==> src/hw/rtl/mexp_pkg.sv <==
package mexp_pkg;

  // Field widths of the item and result
  localparam int BASE_W  = 30;
  localparam int EXP_W   = 63;
  localparam int POWER_W = 30;

  // Number of exponent bits examined (1..63)
  localparam int EXP_BITS = 63;

  // Mask that keeps only the examined exponent bits
  localparam logic [EXP_W-1:0] EXP_MASK = EXP_W'((65'd1 << EXP_BITS) - 65'd1);

  // Modulus and derived reduction constants
  localparam logic [29:0] PRIME    = 30'd998244353;
  localparam logic [31:0] PRIME_X2 = 32'(2 * 64'(PRIME));
  localparam logic [31:0] PRIME_X3 = 32'(3 * 64'(PRIME));
  // Barrett reciprocal: floor(2^60 / PRIME), fits in 31 bits
  localparam logic [30:0] MU_C     = 31'((64'd1 << 60) / 64'(PRIME));

  // Controller states
  typedef enum logic [2:0] {
    ST_IDLE,
    ST_WAIT,
    ST_SQUARE,
    ST_MULT,
    ST_FINISH
  } mexp_state_t;

  // Commands from controller to datapath
  typedef struct packed {
    logic load;
    logic issue_sq;
    logic issue_mul;
    logic shift;
    logic finish;
  } mexp_cmd_t;

  // Status from datapath to controller
  typedef struct packed {
    logic mul_busy;
    logic exp_zero;
    logic exp_bit0;
    logic out_free;
  } mexp_sts_t;

endpackage

==> src/hw/rtl/mexp_mulmod.sv <==
module mexp_mulmod (
  input  logic        clk,
  input  logic        rst_n,
  input  logic        op_valid,
  input  logic        op_tag,
  input  logic [29:0] op_a,
  input  logic [29:0] op_b,
  output logic        res_valid,
  output logic        res_tag,
  output logic [29:0] res,
  output logic        busy
);
  import mexp_pkg::*;

  logic [4:0]  v_r, v_nxt;
  logic [4:0]  tag_r, tag_nxt;
  logic [59:0] x1_r, x1_nxt;
  logic [61:0] t2_r, t2_nxt;
  logic [31:0] x2_r, x3_r;
  logic [31:0] qp3_r, qp3_nxt;
  logic [60:0] qp_full;
  logic [31:0] r4_r, r4_nxt;
  logic [29:0] res5_r, res5_nxt;

  // Stage 1: full product
  assign x1_nxt = {30'd0, op_a} * {30'd0, op_b};

  // Stage 2: quotient estimate from the top bits times the reciprocal
  assign t2_nxt = {31'd0, x1_r[59:29]} * {31'd0, MU_C};

  // Stage 3: quotient times modulus, low word is all that matters
  assign qp_full = {30'd0, t2_r[61:31]} * {31'd0, PRIME};
  assign qp3_nxt = qp_full[31:0];

  // Stage 4: remainder candidate, below three times the modulus
  assign r4_nxt = x3_r - qp3_r;

  // Stage 5: final correction by zero, one or two moduli
  always_comb begin
    if (r4_r >= PRIME_X2) begin
      res5_nxt = 30'(r4_r - PRIME_X2);
    end else if (r4_r >= {2'b00, PRIME}) begin
      res5_nxt = 30'(r4_r - {2'b00, PRIME});
    end else begin
      res5_nxt = r4_r[29:0];
    end
  end

  // Advance valid and tag through the stages
  assign v_nxt   = {v_r[3:0], op_valid};
  assign tag_nxt = {tag_r[3:0], op_tag};

  always_ff @(posedge clk) begin
    if (!rst_n) begin
      v_r <= '0;
    end else begin
      v_r <= v_nxt;
    end
  end

  // Payload stages, no reset needed
  always_ff @(posedge clk) begin
    tag_r  <= tag_nxt;
    x1_r   <= x1_nxt;
    t2_r   <= t2_nxt;
    x2_r   <= x1_r[31:0];
    qp3_r  <= qp3_nxt;
    x3_r   <= x2_r;
    r4_r   <= r4_nxt;
    res5_r <= res5_nxt;
  end

  assign res_valid = v_r[4];
  assign res_tag   = tag_r[4];
  assign res       = res5_r;
  assign busy      = |v_r;

  // Remainder candidate must stay below three moduli
  a_r4_range: assert property (@(posedge clk) disable iff (!rst_n)
    v_r[3] |-> (r4_r < PRIME_X3))
    else $error("remainder candidate out of range");

  // Result is fully reduced
  a_res_range: assert property (@(posedge clk) disable iff (!rst_n)
    v_r[4] |-> (res5_r < PRIME))
    else $error("multiplier result not reduced");

endmodule

==> src/hw/rtl/mexp_datapath.sv <==
module mexp_datapath (
  input  logic                         clk,
  input  logic                         rst_n,
  input  mexp_pkg::mexp_cmd_t          cmd,
  output mexp_pkg::mexp_sts_t          sts,
  input  logic [mexp_pkg::BASE_W-1:0]  in_base,
  input  logic [mexp_pkg::EXP_W-1:0]   in_exponent,
  output logic                         out_valid,
  input  logic                         out_stall,
  output logic [mexp_pkg::POWER_W-1:0] out_power
);
  import mexp_pkg::*;

  logic [29:0]      b_r, b_nxt;
  logic [29:0]      acc_r, acc_nxt;
  logic [EXP_W-1:0] exp_r, exp_nxt;
  logic             out_valid_r, out_valid_nxt;
  logic [29:0]      out_power_r, out_power_nxt;
  logic [29:0]      base_red;
  logic             mul_valid;
  logic [29:0]      mul_a;
  logic             res_valid;
  logic             res_tag;
  logic [29:0]      res;
  logic             mul_busy;

  // Reduce the base once: it is below twice the modulus
  assign base_red = (in_base >= PRIME) ? (in_base - PRIME) : in_base;

  // Feed the shared multiplier: square uses b twice, multiply uses acc and b
  assign mul_valid = cmd.issue_sq | cmd.issue_mul;
  assign mul_a     = cmd.issue_sq ? b_r : acc_r;

  mexp_mulmod u_mulmod (
    .clk       (clk),
    .rst_n     (rst_n),
    .op_valid  (mul_valid),
    .op_tag    (cmd.issue_sq),
    .op_a      (mul_a),
    .op_b      (b_r),
    .res_valid (res_valid),
    .res_tag   (res_tag),
    .res       (res),
    .busy      (mul_busy)
  );

  // Load operands, write back products, shift the exponent
  always_comb begin
    b_nxt   = b_r;
    acc_nxt = acc_r;
    exp_nxt = exp_r;
    if (cmd.load) begin
      b_nxt   = base_red;
      acc_nxt = 30'd1;
      exp_nxt = in_exponent & EXP_MASK;
    end else begin
      if (res_valid && res_tag) begin
        b_nxt = res;
      end
      if (res_valid && !res_tag) begin
        acc_nxt = res;
      end
      if (cmd.shift) begin
        exp_nxt = exp_r >> 1;
      end
    end
  end

  // Output register: hold until taken, refill when free
  always_comb begin
    out_valid_nxt = out_valid_r;
    out_power_nxt = out_power_r;
    if (out_valid_r && !out_stall) begin
      out_valid_nxt = 1'b0;
    end
    if (cmd.finish) begin
      out_valid_nxt = 1'b1;
      out_power_nxt = acc_r;
    end
  end

  always_ff @(posedge clk) begin
    if (!rst_n) begin
      out_valid_r <= 1'b0;
    end else begin
      out_valid_r <= out_valid_nxt;
    end
  end

  always_ff @(posedge clk) begin
    b_r         <= b_nxt;
    acc_r       <= acc_nxt;
    exp_r       <= exp_nxt;
    out_power_r <= out_power_nxt;
  end

  assign sts.mul_busy = mul_busy;
  assign sts.exp_zero = (exp_r == '0);
  assign sts.exp_bit0 = exp_r[0];
  assign sts.out_free = !out_valid_r || !out_stall;

  assign out_valid = out_valid_r;
  assign out_power = out_power_r;

  // No product may still be in flight when the result is taken
  a_finish_idle: assert property (@(posedge clk) disable iff (!rst_n)
    cmd.finish |-> !mul_busy)
    else $error("result taken with multiplier busy");

  // A new item never overwrites operands that the multiplier still owes
  a_load_idle: assert property (@(posedge clk) disable iff (!rst_n)
    cmd.load |-> !mul_busy)
    else $error("item loaded with multiplier busy");

endmodule

==> src/hw/rtl/mexp_ctrl.sv <==
module mexp_ctrl (
  input  logic                clk,
  input  logic                rst_n,
  input  logic                in_valid,
  output logic                in_stall,
  input  mexp_pkg::mexp_sts_t sts,
  output mexp_pkg::mexp_cmd_t cmd
);
  import mexp_pkg::*;

  mexp_state_t state_r, state_nxt;

  // Next state
  always_comb begin
    state_nxt = state_r;
    case (state_r)
      ST_IDLE: begin
        if (in_valid) begin
          state_nxt = ST_WAIT;
        end
      end
      ST_WAIT: begin
        if (!sts.mul_busy) begin
          state_nxt = sts.exp_zero ? ST_FINISH : ST_SQUARE;
        end
      end
      ST_SQUARE: state_nxt = ST_MULT;
      ST_MULT:   state_nxt = ST_WAIT;
      ST_FINISH: begin
        if (sts.out_free) begin
          state_nxt = ST_IDLE;
        end
      end
      default:   state_nxt = ST_IDLE;
    endcase
  end

  // Outputs
  always_comb begin
    cmd      = '0;
    in_stall = 1'b1;
    case (state_r)
      ST_IDLE: begin
        in_stall = 1'b0;
        cmd.load = in_valid;
      end
      ST_SQUARE: begin
        cmd.issue_sq = 1'b1;
      end
      ST_MULT: begin
        cmd.issue_mul = sts.exp_bit0;
        cmd.shift     = 1'b1;
      end
      ST_FINISH: begin
        cmd.finish = sts.out_free;
      end
      default: begin
        cmd = '0;
      end
    endcase
  end

  always_ff @(posedge clk) begin
    if (!rst_n) begin
      state_r <= ST_IDLE;
    end else begin
      state_r <= state_nxt;
    end
  end

  // Leaving the wait state for a new bit needs the multiplier drained
  a_wait_exit: assert property (@(posedge clk) disable iff (!rst_n)
    (state_r == ST_WAIT && state_nxt == ST_SQUARE) |-> (!sts.mul_busy && !sts.exp_zero))
    else $error("bit started before previous products returned");

endmodule

==> src/hw/rtl/modular_exponentiation_core.sv <==
// Each exponent bit up to the highest set bit is processed in turn, lowest first; a zero exponent
// goes straight to the result without any multiplier step.
// A new item is accepted only once the previous result has entered the output register; a set bit takes a
// square and a multiply through the shared five-stage multiplier plus its drain,
// a clear bit only the square and its drain.
// Reset: synchronous active-low rst_n clears the controller and output valid.
module modular_exponentiation_core (
  input  logic                         clk,
  input  logic                         rst_n,
  input  logic                         in_valid,
  output logic                         in_stall,
  input  logic [mexp_pkg::BASE_W-1:0]  in_base,
  input  logic [mexp_pkg::EXP_W-1:0]   in_exponent,
  output logic                         out_valid,
  input  logic                         out_stall,
  output logic [mexp_pkg::POWER_W-1:0] out_power
);
  import mexp_pkg::*;

  mexp_cmd_t cmd;
  mexp_sts_t sts;

  // Sequence the square-and-multiply steps
  mexp_ctrl u_ctrl (
    .clk      (clk),
    .rst_n    (rst_n),
    .in_valid (in_valid),
    .in_stall (in_stall),
    .sts      (sts),
    .cmd      (cmd)
  );

  // Hold operands, multiplier and result register
  mexp_datapath u_datapath (
    .clk         (clk),
    .rst_n       (rst_n),
    .cmd         (cmd),
    .sts         (sts),
    .in_base     (in_base),
    .in_exponent (in_exponent),
    .out_valid   (out_valid),
    .out_stall   (out_stall),
    .out_power   (out_power)
  );

endmodule
==> config.mk <==
export PLATFORM = sky130hd
export DESIGN_NAME = modular_exponentiation_core
export DESIGN_NICKNAME = d
export VERILOG_FILES = /design/src/hw/rtl/mexp_pkg.sv /design/src/hw/rtl/mexp_mulmod.sv /design/src/hw/rtl/mexp_datapath.sv /design/src/hw/rtl/mexp_ctrl.sv /design/src/hw/rtl/modular_exponentiation_core.sv
export SDC_FILE = /design/constraint.sdc
export NUM_CORES = 2
export LEC_CHECK = 0
export BUFFER_PORTS_ARGS = -buffer_cell sky130_fd_sc_hd__buf_4
export CAP_MARGIN = 15
export CORE_ASPECT_RATIO = 0.75
export CORE_UTILIZATION = 35
export CTS_BUF_LIST = sky130_fd_sc_hd__clkbuf_8
export DETAILED_ROUTE_END_ITERATION = 6
export PLACE_DENSITY = 0.59
export SLEW_MARGIN = 20
export SYNTH_ARGS = -nofsm -noshare
export SYNTH_HDL_FRONTEND = slang
export SYNTH_HIERARCHICAL = 1
export SYNTH_SLANG_ARGS = --single-unit
==> constraint.sdc <==
create_clock -name clk -period 16.4 [get_ports clk]
set_input_delay 0.82 -clock clk [delete_from_list [all_inputs] [get_ports clk]]
set_output_delay 0.82 -clock clk [all_outputs]
set_load 0.05 [all_outputs]
; ---- Word-level counts from Yosys, hierarchy flattened
; Index checks and enable logic that the tools add are counted.
[word_totals]
out_inout_bits = 32
elab_cells = 67
reg_bits = 447
input_bits = 97
[classes]
multipliers = 3
magnitude_cmp = 3
bitwise_logic = 1
n_mux = 20
reduce_logical = 14
n_eq_ne = 7
addsub = 4
[op_table]
columns = op, count
row1 = 30-bit two-way mux, 6
row2 = 63-bit two-way mux, 2
row3 = "30-bit subtractor, second input constant", 3
row4 = 63-bit zero test, 1
row5 = "31-bit by 31-bit multiplier with 62-bit output, second input constant", 1
row6 = 30-bit by 30-bit multiplier with 60-bit output, 1
row7 = "32-bit by 30-bit greater-or-equal comparator with 1-bit output, second input constant", 1
row8 = "32-bit by 31-bit greater-or-equal comparator with 1-bit output, second input constant", 1
row9 = "31-bit by 30-bit multiplier with 32-bit output, second input constant", 1
row10 = 32-bit subtractor, 1
row11 = "30-bit greater-or-equal comparator, second input constant", 1
row12 = 3-bit case mux with 5 select lines, 1
row13 = 3-bit two-way mux, 4
row14 = "3-bit by 2-bit == test with 1-bit output, second input constant", 2
row15 = 1-bit two-way mux, 6
row16 = 2-bit nonzero test, 3
row17 = 5-bit OR reduction, 1
row18 = "2-bit inequality test, second input constant", 2
row19 = "3-bit by 1-bit == test with 1-bit output, second input constant", 1
row20 = "3-bit == test, second input constant", 1
row21 = 1-bit logical AND, 3
row22 = 1-bit zero test, 3
row23 = 3-bit zero test, 1
row24 = 3-bit AND reduction, 1
row25 = other kinds (4), 4

; ---- Longest topological paths before layout
[logic_depth]
ltp_word = 4
ltp_mapped = 34
depth_no_buf = 30

; ---- Hierarchy
; The synthesis kept the hierarchy.
[by_module_without_submodules]
columns = mod, cells_each, area_each_um2, seq_area_each_um2, instances
row1 = mexp_mulmod, 5277, 51013.9, 5185.0, 1
row2 = mexp_datapath, 569, 7078.0, 4314.1, 1
row3 = mexp_ctrl, 27, 203.9, 60.1, 1

; ---- Least setup slack after synthesis
; OpenSTA, ideal clock, no wires.
[synth_timing]
kind = register -> register
startpoint = register u_ctrl.state_r[2]
endpoint = register u_datapath.u_mulmod.x1_r[58]
setup_slack_ns = 7.962
arrival_ns = 8.366
n_path_buf = 3
path_stages_with_launch = 30
path_cell_list = dfxtp_1 > buf_2 > nor3b_1 > buf_1 > mux2_2 > clkbuf_1 > and2_1 > fa_1 > fa_1 > inv_1 > fa_1 > fa_1 > inv_1 > fa_1 > fa_1 > fa_1 > inv_1 > fa_1 > inv_1 > ha_1 > a21o_1 > o2bb2ai_1 > o41ai_1 > o211ai_1 > a21oi_4 > a22o_4 > o21ai_2 > a311o_1 > a311oi_2 > xnor2_1
[synth_lines]
columns = item, line
row1 = from (decl), mexp_ctrl.sv:11  ; mexp_state_t state_r, state_nxt;
row2 = from (signal assigned), mexp_ctrl.sv:67  ; state_r <= state_nxt;
row3 = to (signal assigned), mexp_mulmod.sv:64  ; x1_r <= x1_nxt;
row4 = to (decl), mexp_mulmod.sv:17  ; logic [59:0] x1_r, x1_nxt;

==> flow_summary.yaml <==
sta:
  max_freq_mhz: 105
  setup_viol: 0
  hold-worst-slack_ps: 303
  rsz0062_at_grt: "no"
  maxSlewViolCount: 0
  final.min_clock_period_ps: 9540
  period_share_pct: 58.2
  fin_ws_ps: 6860
  slew_headroom_pct: 27.6
  worst_pin_slew_ps: 1070
  fin_setup_tns_ps: 0
  skew_ps: 39.4
  hold_viol_final: 0
drt:
  wl_mm: 164
  dr.pass1.iters: 5
  post_drt_via_cell_ratio: 4.90
  drtIter0Drc: 2951
  drc: 0
  postRouteAntennaNets: 0
  vias: 40211
  wl_per_cell_um: 19.9
floorplan:
  start_util_pct: 35.3
  dieArea_um2: 168000
  die-width_um: 473
  num_rows: 129
  die_h_um: 355
  io_pins: 129
  core_region_area_um2: 165000
synthesis:
  yosysSeqAreaShare_pct: 16.4
  syn_nets: 7735
  ys_types: 87
  netlist_instances: 5873
  synth-seq-cells: 416
  yosysWarnings: 6
  syn_avg_cell_area_um2: 9.93
  ys.flop_type: "dfxtp_1"
  synth_area_um2: 58300
  synth_edf_count: 123
  async_flop_share_pct: 0
global_routing:
  grt.overflow.total: 0
  grt_use_met1_pct: 28.7
  top_usage_layer: "met2"
  grt_max_degree: 93
  antenna_found_initial: 10
  grt_use_met3_pct: 3.86
  grt_pass1_wl_mm: 255
  first_global_vias: 42706
  track_usage_pct: 19.8
  use_met2_pct: 30.1
clocking:
  clkTransAtPathRegs_ps: 60
  insertion_delay_ps: 710
  post-cts-setup-buffers: 0
  cts_tree: "built"
  cts-resized-gates: 0
  cts-root-buf: "clkbuf_8"
  clock_sinks: 416
  cts_buffer_depth: 3
  htree_levels: 3
  cts_made_buffers: 73
  hold_buffers: 0
min_path:
  holdCritPathClass: "register to register"
critical_path:
  slowest_delay_ps: 900
  cpMaxStageDelayCell: "mux2_2"
  worstPathRequired_ps: 16990
  cpMostUsedCell: "fa_1"
  end_kind: "register"
  crit_path_start_kind: "register"
  critPathArrivalTime_ps: 10140
  path_class: "register to register"
  cp_max_fo: 32
finish:
  fin_util_pct: 38.3
  finalNetCount: 7775
  final_cell_mix: "inv_1 (1315), fa_1 (1048), ha_1 (717)"
  layout-drive-gt1-share_pct: 7.32
  area_growth_pct: 8.53
  final_common_cell: "inv_1"
flow_run:
  max_cap_violations: 0
placement:
  dpl.hpwl_mm: 128
  dp_slack_ps: 6990
  gp_congestion: 0.900
  place.port_buffers: 128
run_status:
  status: "complete, no violations"
-- Yosys cell counts (92+ instances only) --
| library cell | instances | area, um2 |
|---|---|---|
| clkbuf_1 | 212 | 796 |
| fa_1 | 1048 | 21000 |
| xnor2_1 | 119 | 1040 |
| edfxtp_1 | 123 | 3690 |
| nor2_1 | 111 | 417 |
| nand2_1 | 544 | 2040 |
| ha_1 | 717 | 8970 |
| mux2_2 | 92 | 1040 |
| and2_1 | 528 | 3300 |
| inv_1 | 1298 | 4870 |
| dfxtp_1 | 293 | 5870 |
| a21oi_1 | 165 | 826 |
-- layer usage --
layer / up-vias / wire (um)
met4: 0 / 3770
met2: 1362 / 70700
li1: 18167 / -
met1: 20499 / 76700
met5: - / 0
met3: 183 / 12500
-- worst max-delay path, delay by kind of cell (launching register included) --
| family | cells | cell delay (ps) |
|---|---|---|
| adder cells (fa/ha/maj) | 9 | 4270 |
| AND/OR/NAND/NOR | 6 | 1730 |
| AO/OA/AOI/OAI | 5 | 1370 |
| multiplexers | 1 | 900 |
| buffers and inverters | 5 | 660 |
| flip-flops | 1 | 450 |
-- metrics by stage --
stage          cell area, um2  instances
6_report                63300       8202
4_1_cts                 63200       8195
3_5_place_dp            61700       8064
3_3_place_gp            61700       8064
5_1_grt                 63300       8197
2_1_floorplan           58300       5873
-- registers in the layout, indices dropped and copies added, names as in the netlist, 30 cells and up --
| signal | cells |
|---|---|
| u_datapath/acc_r | 30 |
| u_datapath/u_mulmod/x1_r | 60 |
| u_datapath/u_mulmod/x3_r | 32 |
| u_datapath/exp_r | 63 |
| u_datapath/u_mulmod/r4_r | 32 |
| u_datapath/u_mulmod/x2_r | 32 |
| u_datapath/u_mulmod/qp3_r | 32 |
| u_datapath/u_mulmod/t2_r | 31 |
| u_datapath/b_r | 30 |
| u_datapath/out_power | 30 |
| u_datapath/u_mulmod/res | 30 |
-- cell type report --
| class | count | area (um2) |
|---|---|---|
| well taps | 2227 | 2790 |
| diodes | 6 | 15.0 |
| clock buffers | 85 | 1170 |
| clock inverters | 46 | 410 |
| fillers | 16447 | 102000 |
| inverters | 1298 | 4870 |
| flip-flops and latches | 416 | 9560 |
| multi-input cells | 3932 | 43000 |
| repair buffers | 192 | 1450 |
-- final timing paths --
kind                                start                            end  slack (ps)  depth (start not counted)
max                     u_ctrl/state_r[1]   u_datapath/u_mulmod/x1_r[57]        6860                         26
min          u_datapath/u_mulmod/t2_r[45]  u_datapath/u_mulmod/qp3_r[14]         300                          0
max reg2reg             u_ctrl/state_r[1]   u_datapath/u_mulmod/x1_r[57]        6860                         26
min reg2reg  u_datapath/u_mulmod/t2_r[45]  u_datapath/u_mulmod/qp3_r[14]         300                          0
-- kinds of logic (layout without fill, tap and decap cells) --
family                     Yosys count  count (layout)  synth area share [%]
AOI/OAI and AO/OA                  475             475                  5.41
muxes                               96              96                  1.86
xor gates and xnor gates           175             175                  2.63
DFF                                416             416                  16.4
and+or+nand+nor                   1421            1421                  12.5
other                                0               6                     0
adders and majority gates         1765            1765                  51.4
buffers and inverters             1525            1621                  9.86
Power is not shown: default switching activity piles up to over one toggle a cycle in this logic, so the estimate is an artifact.
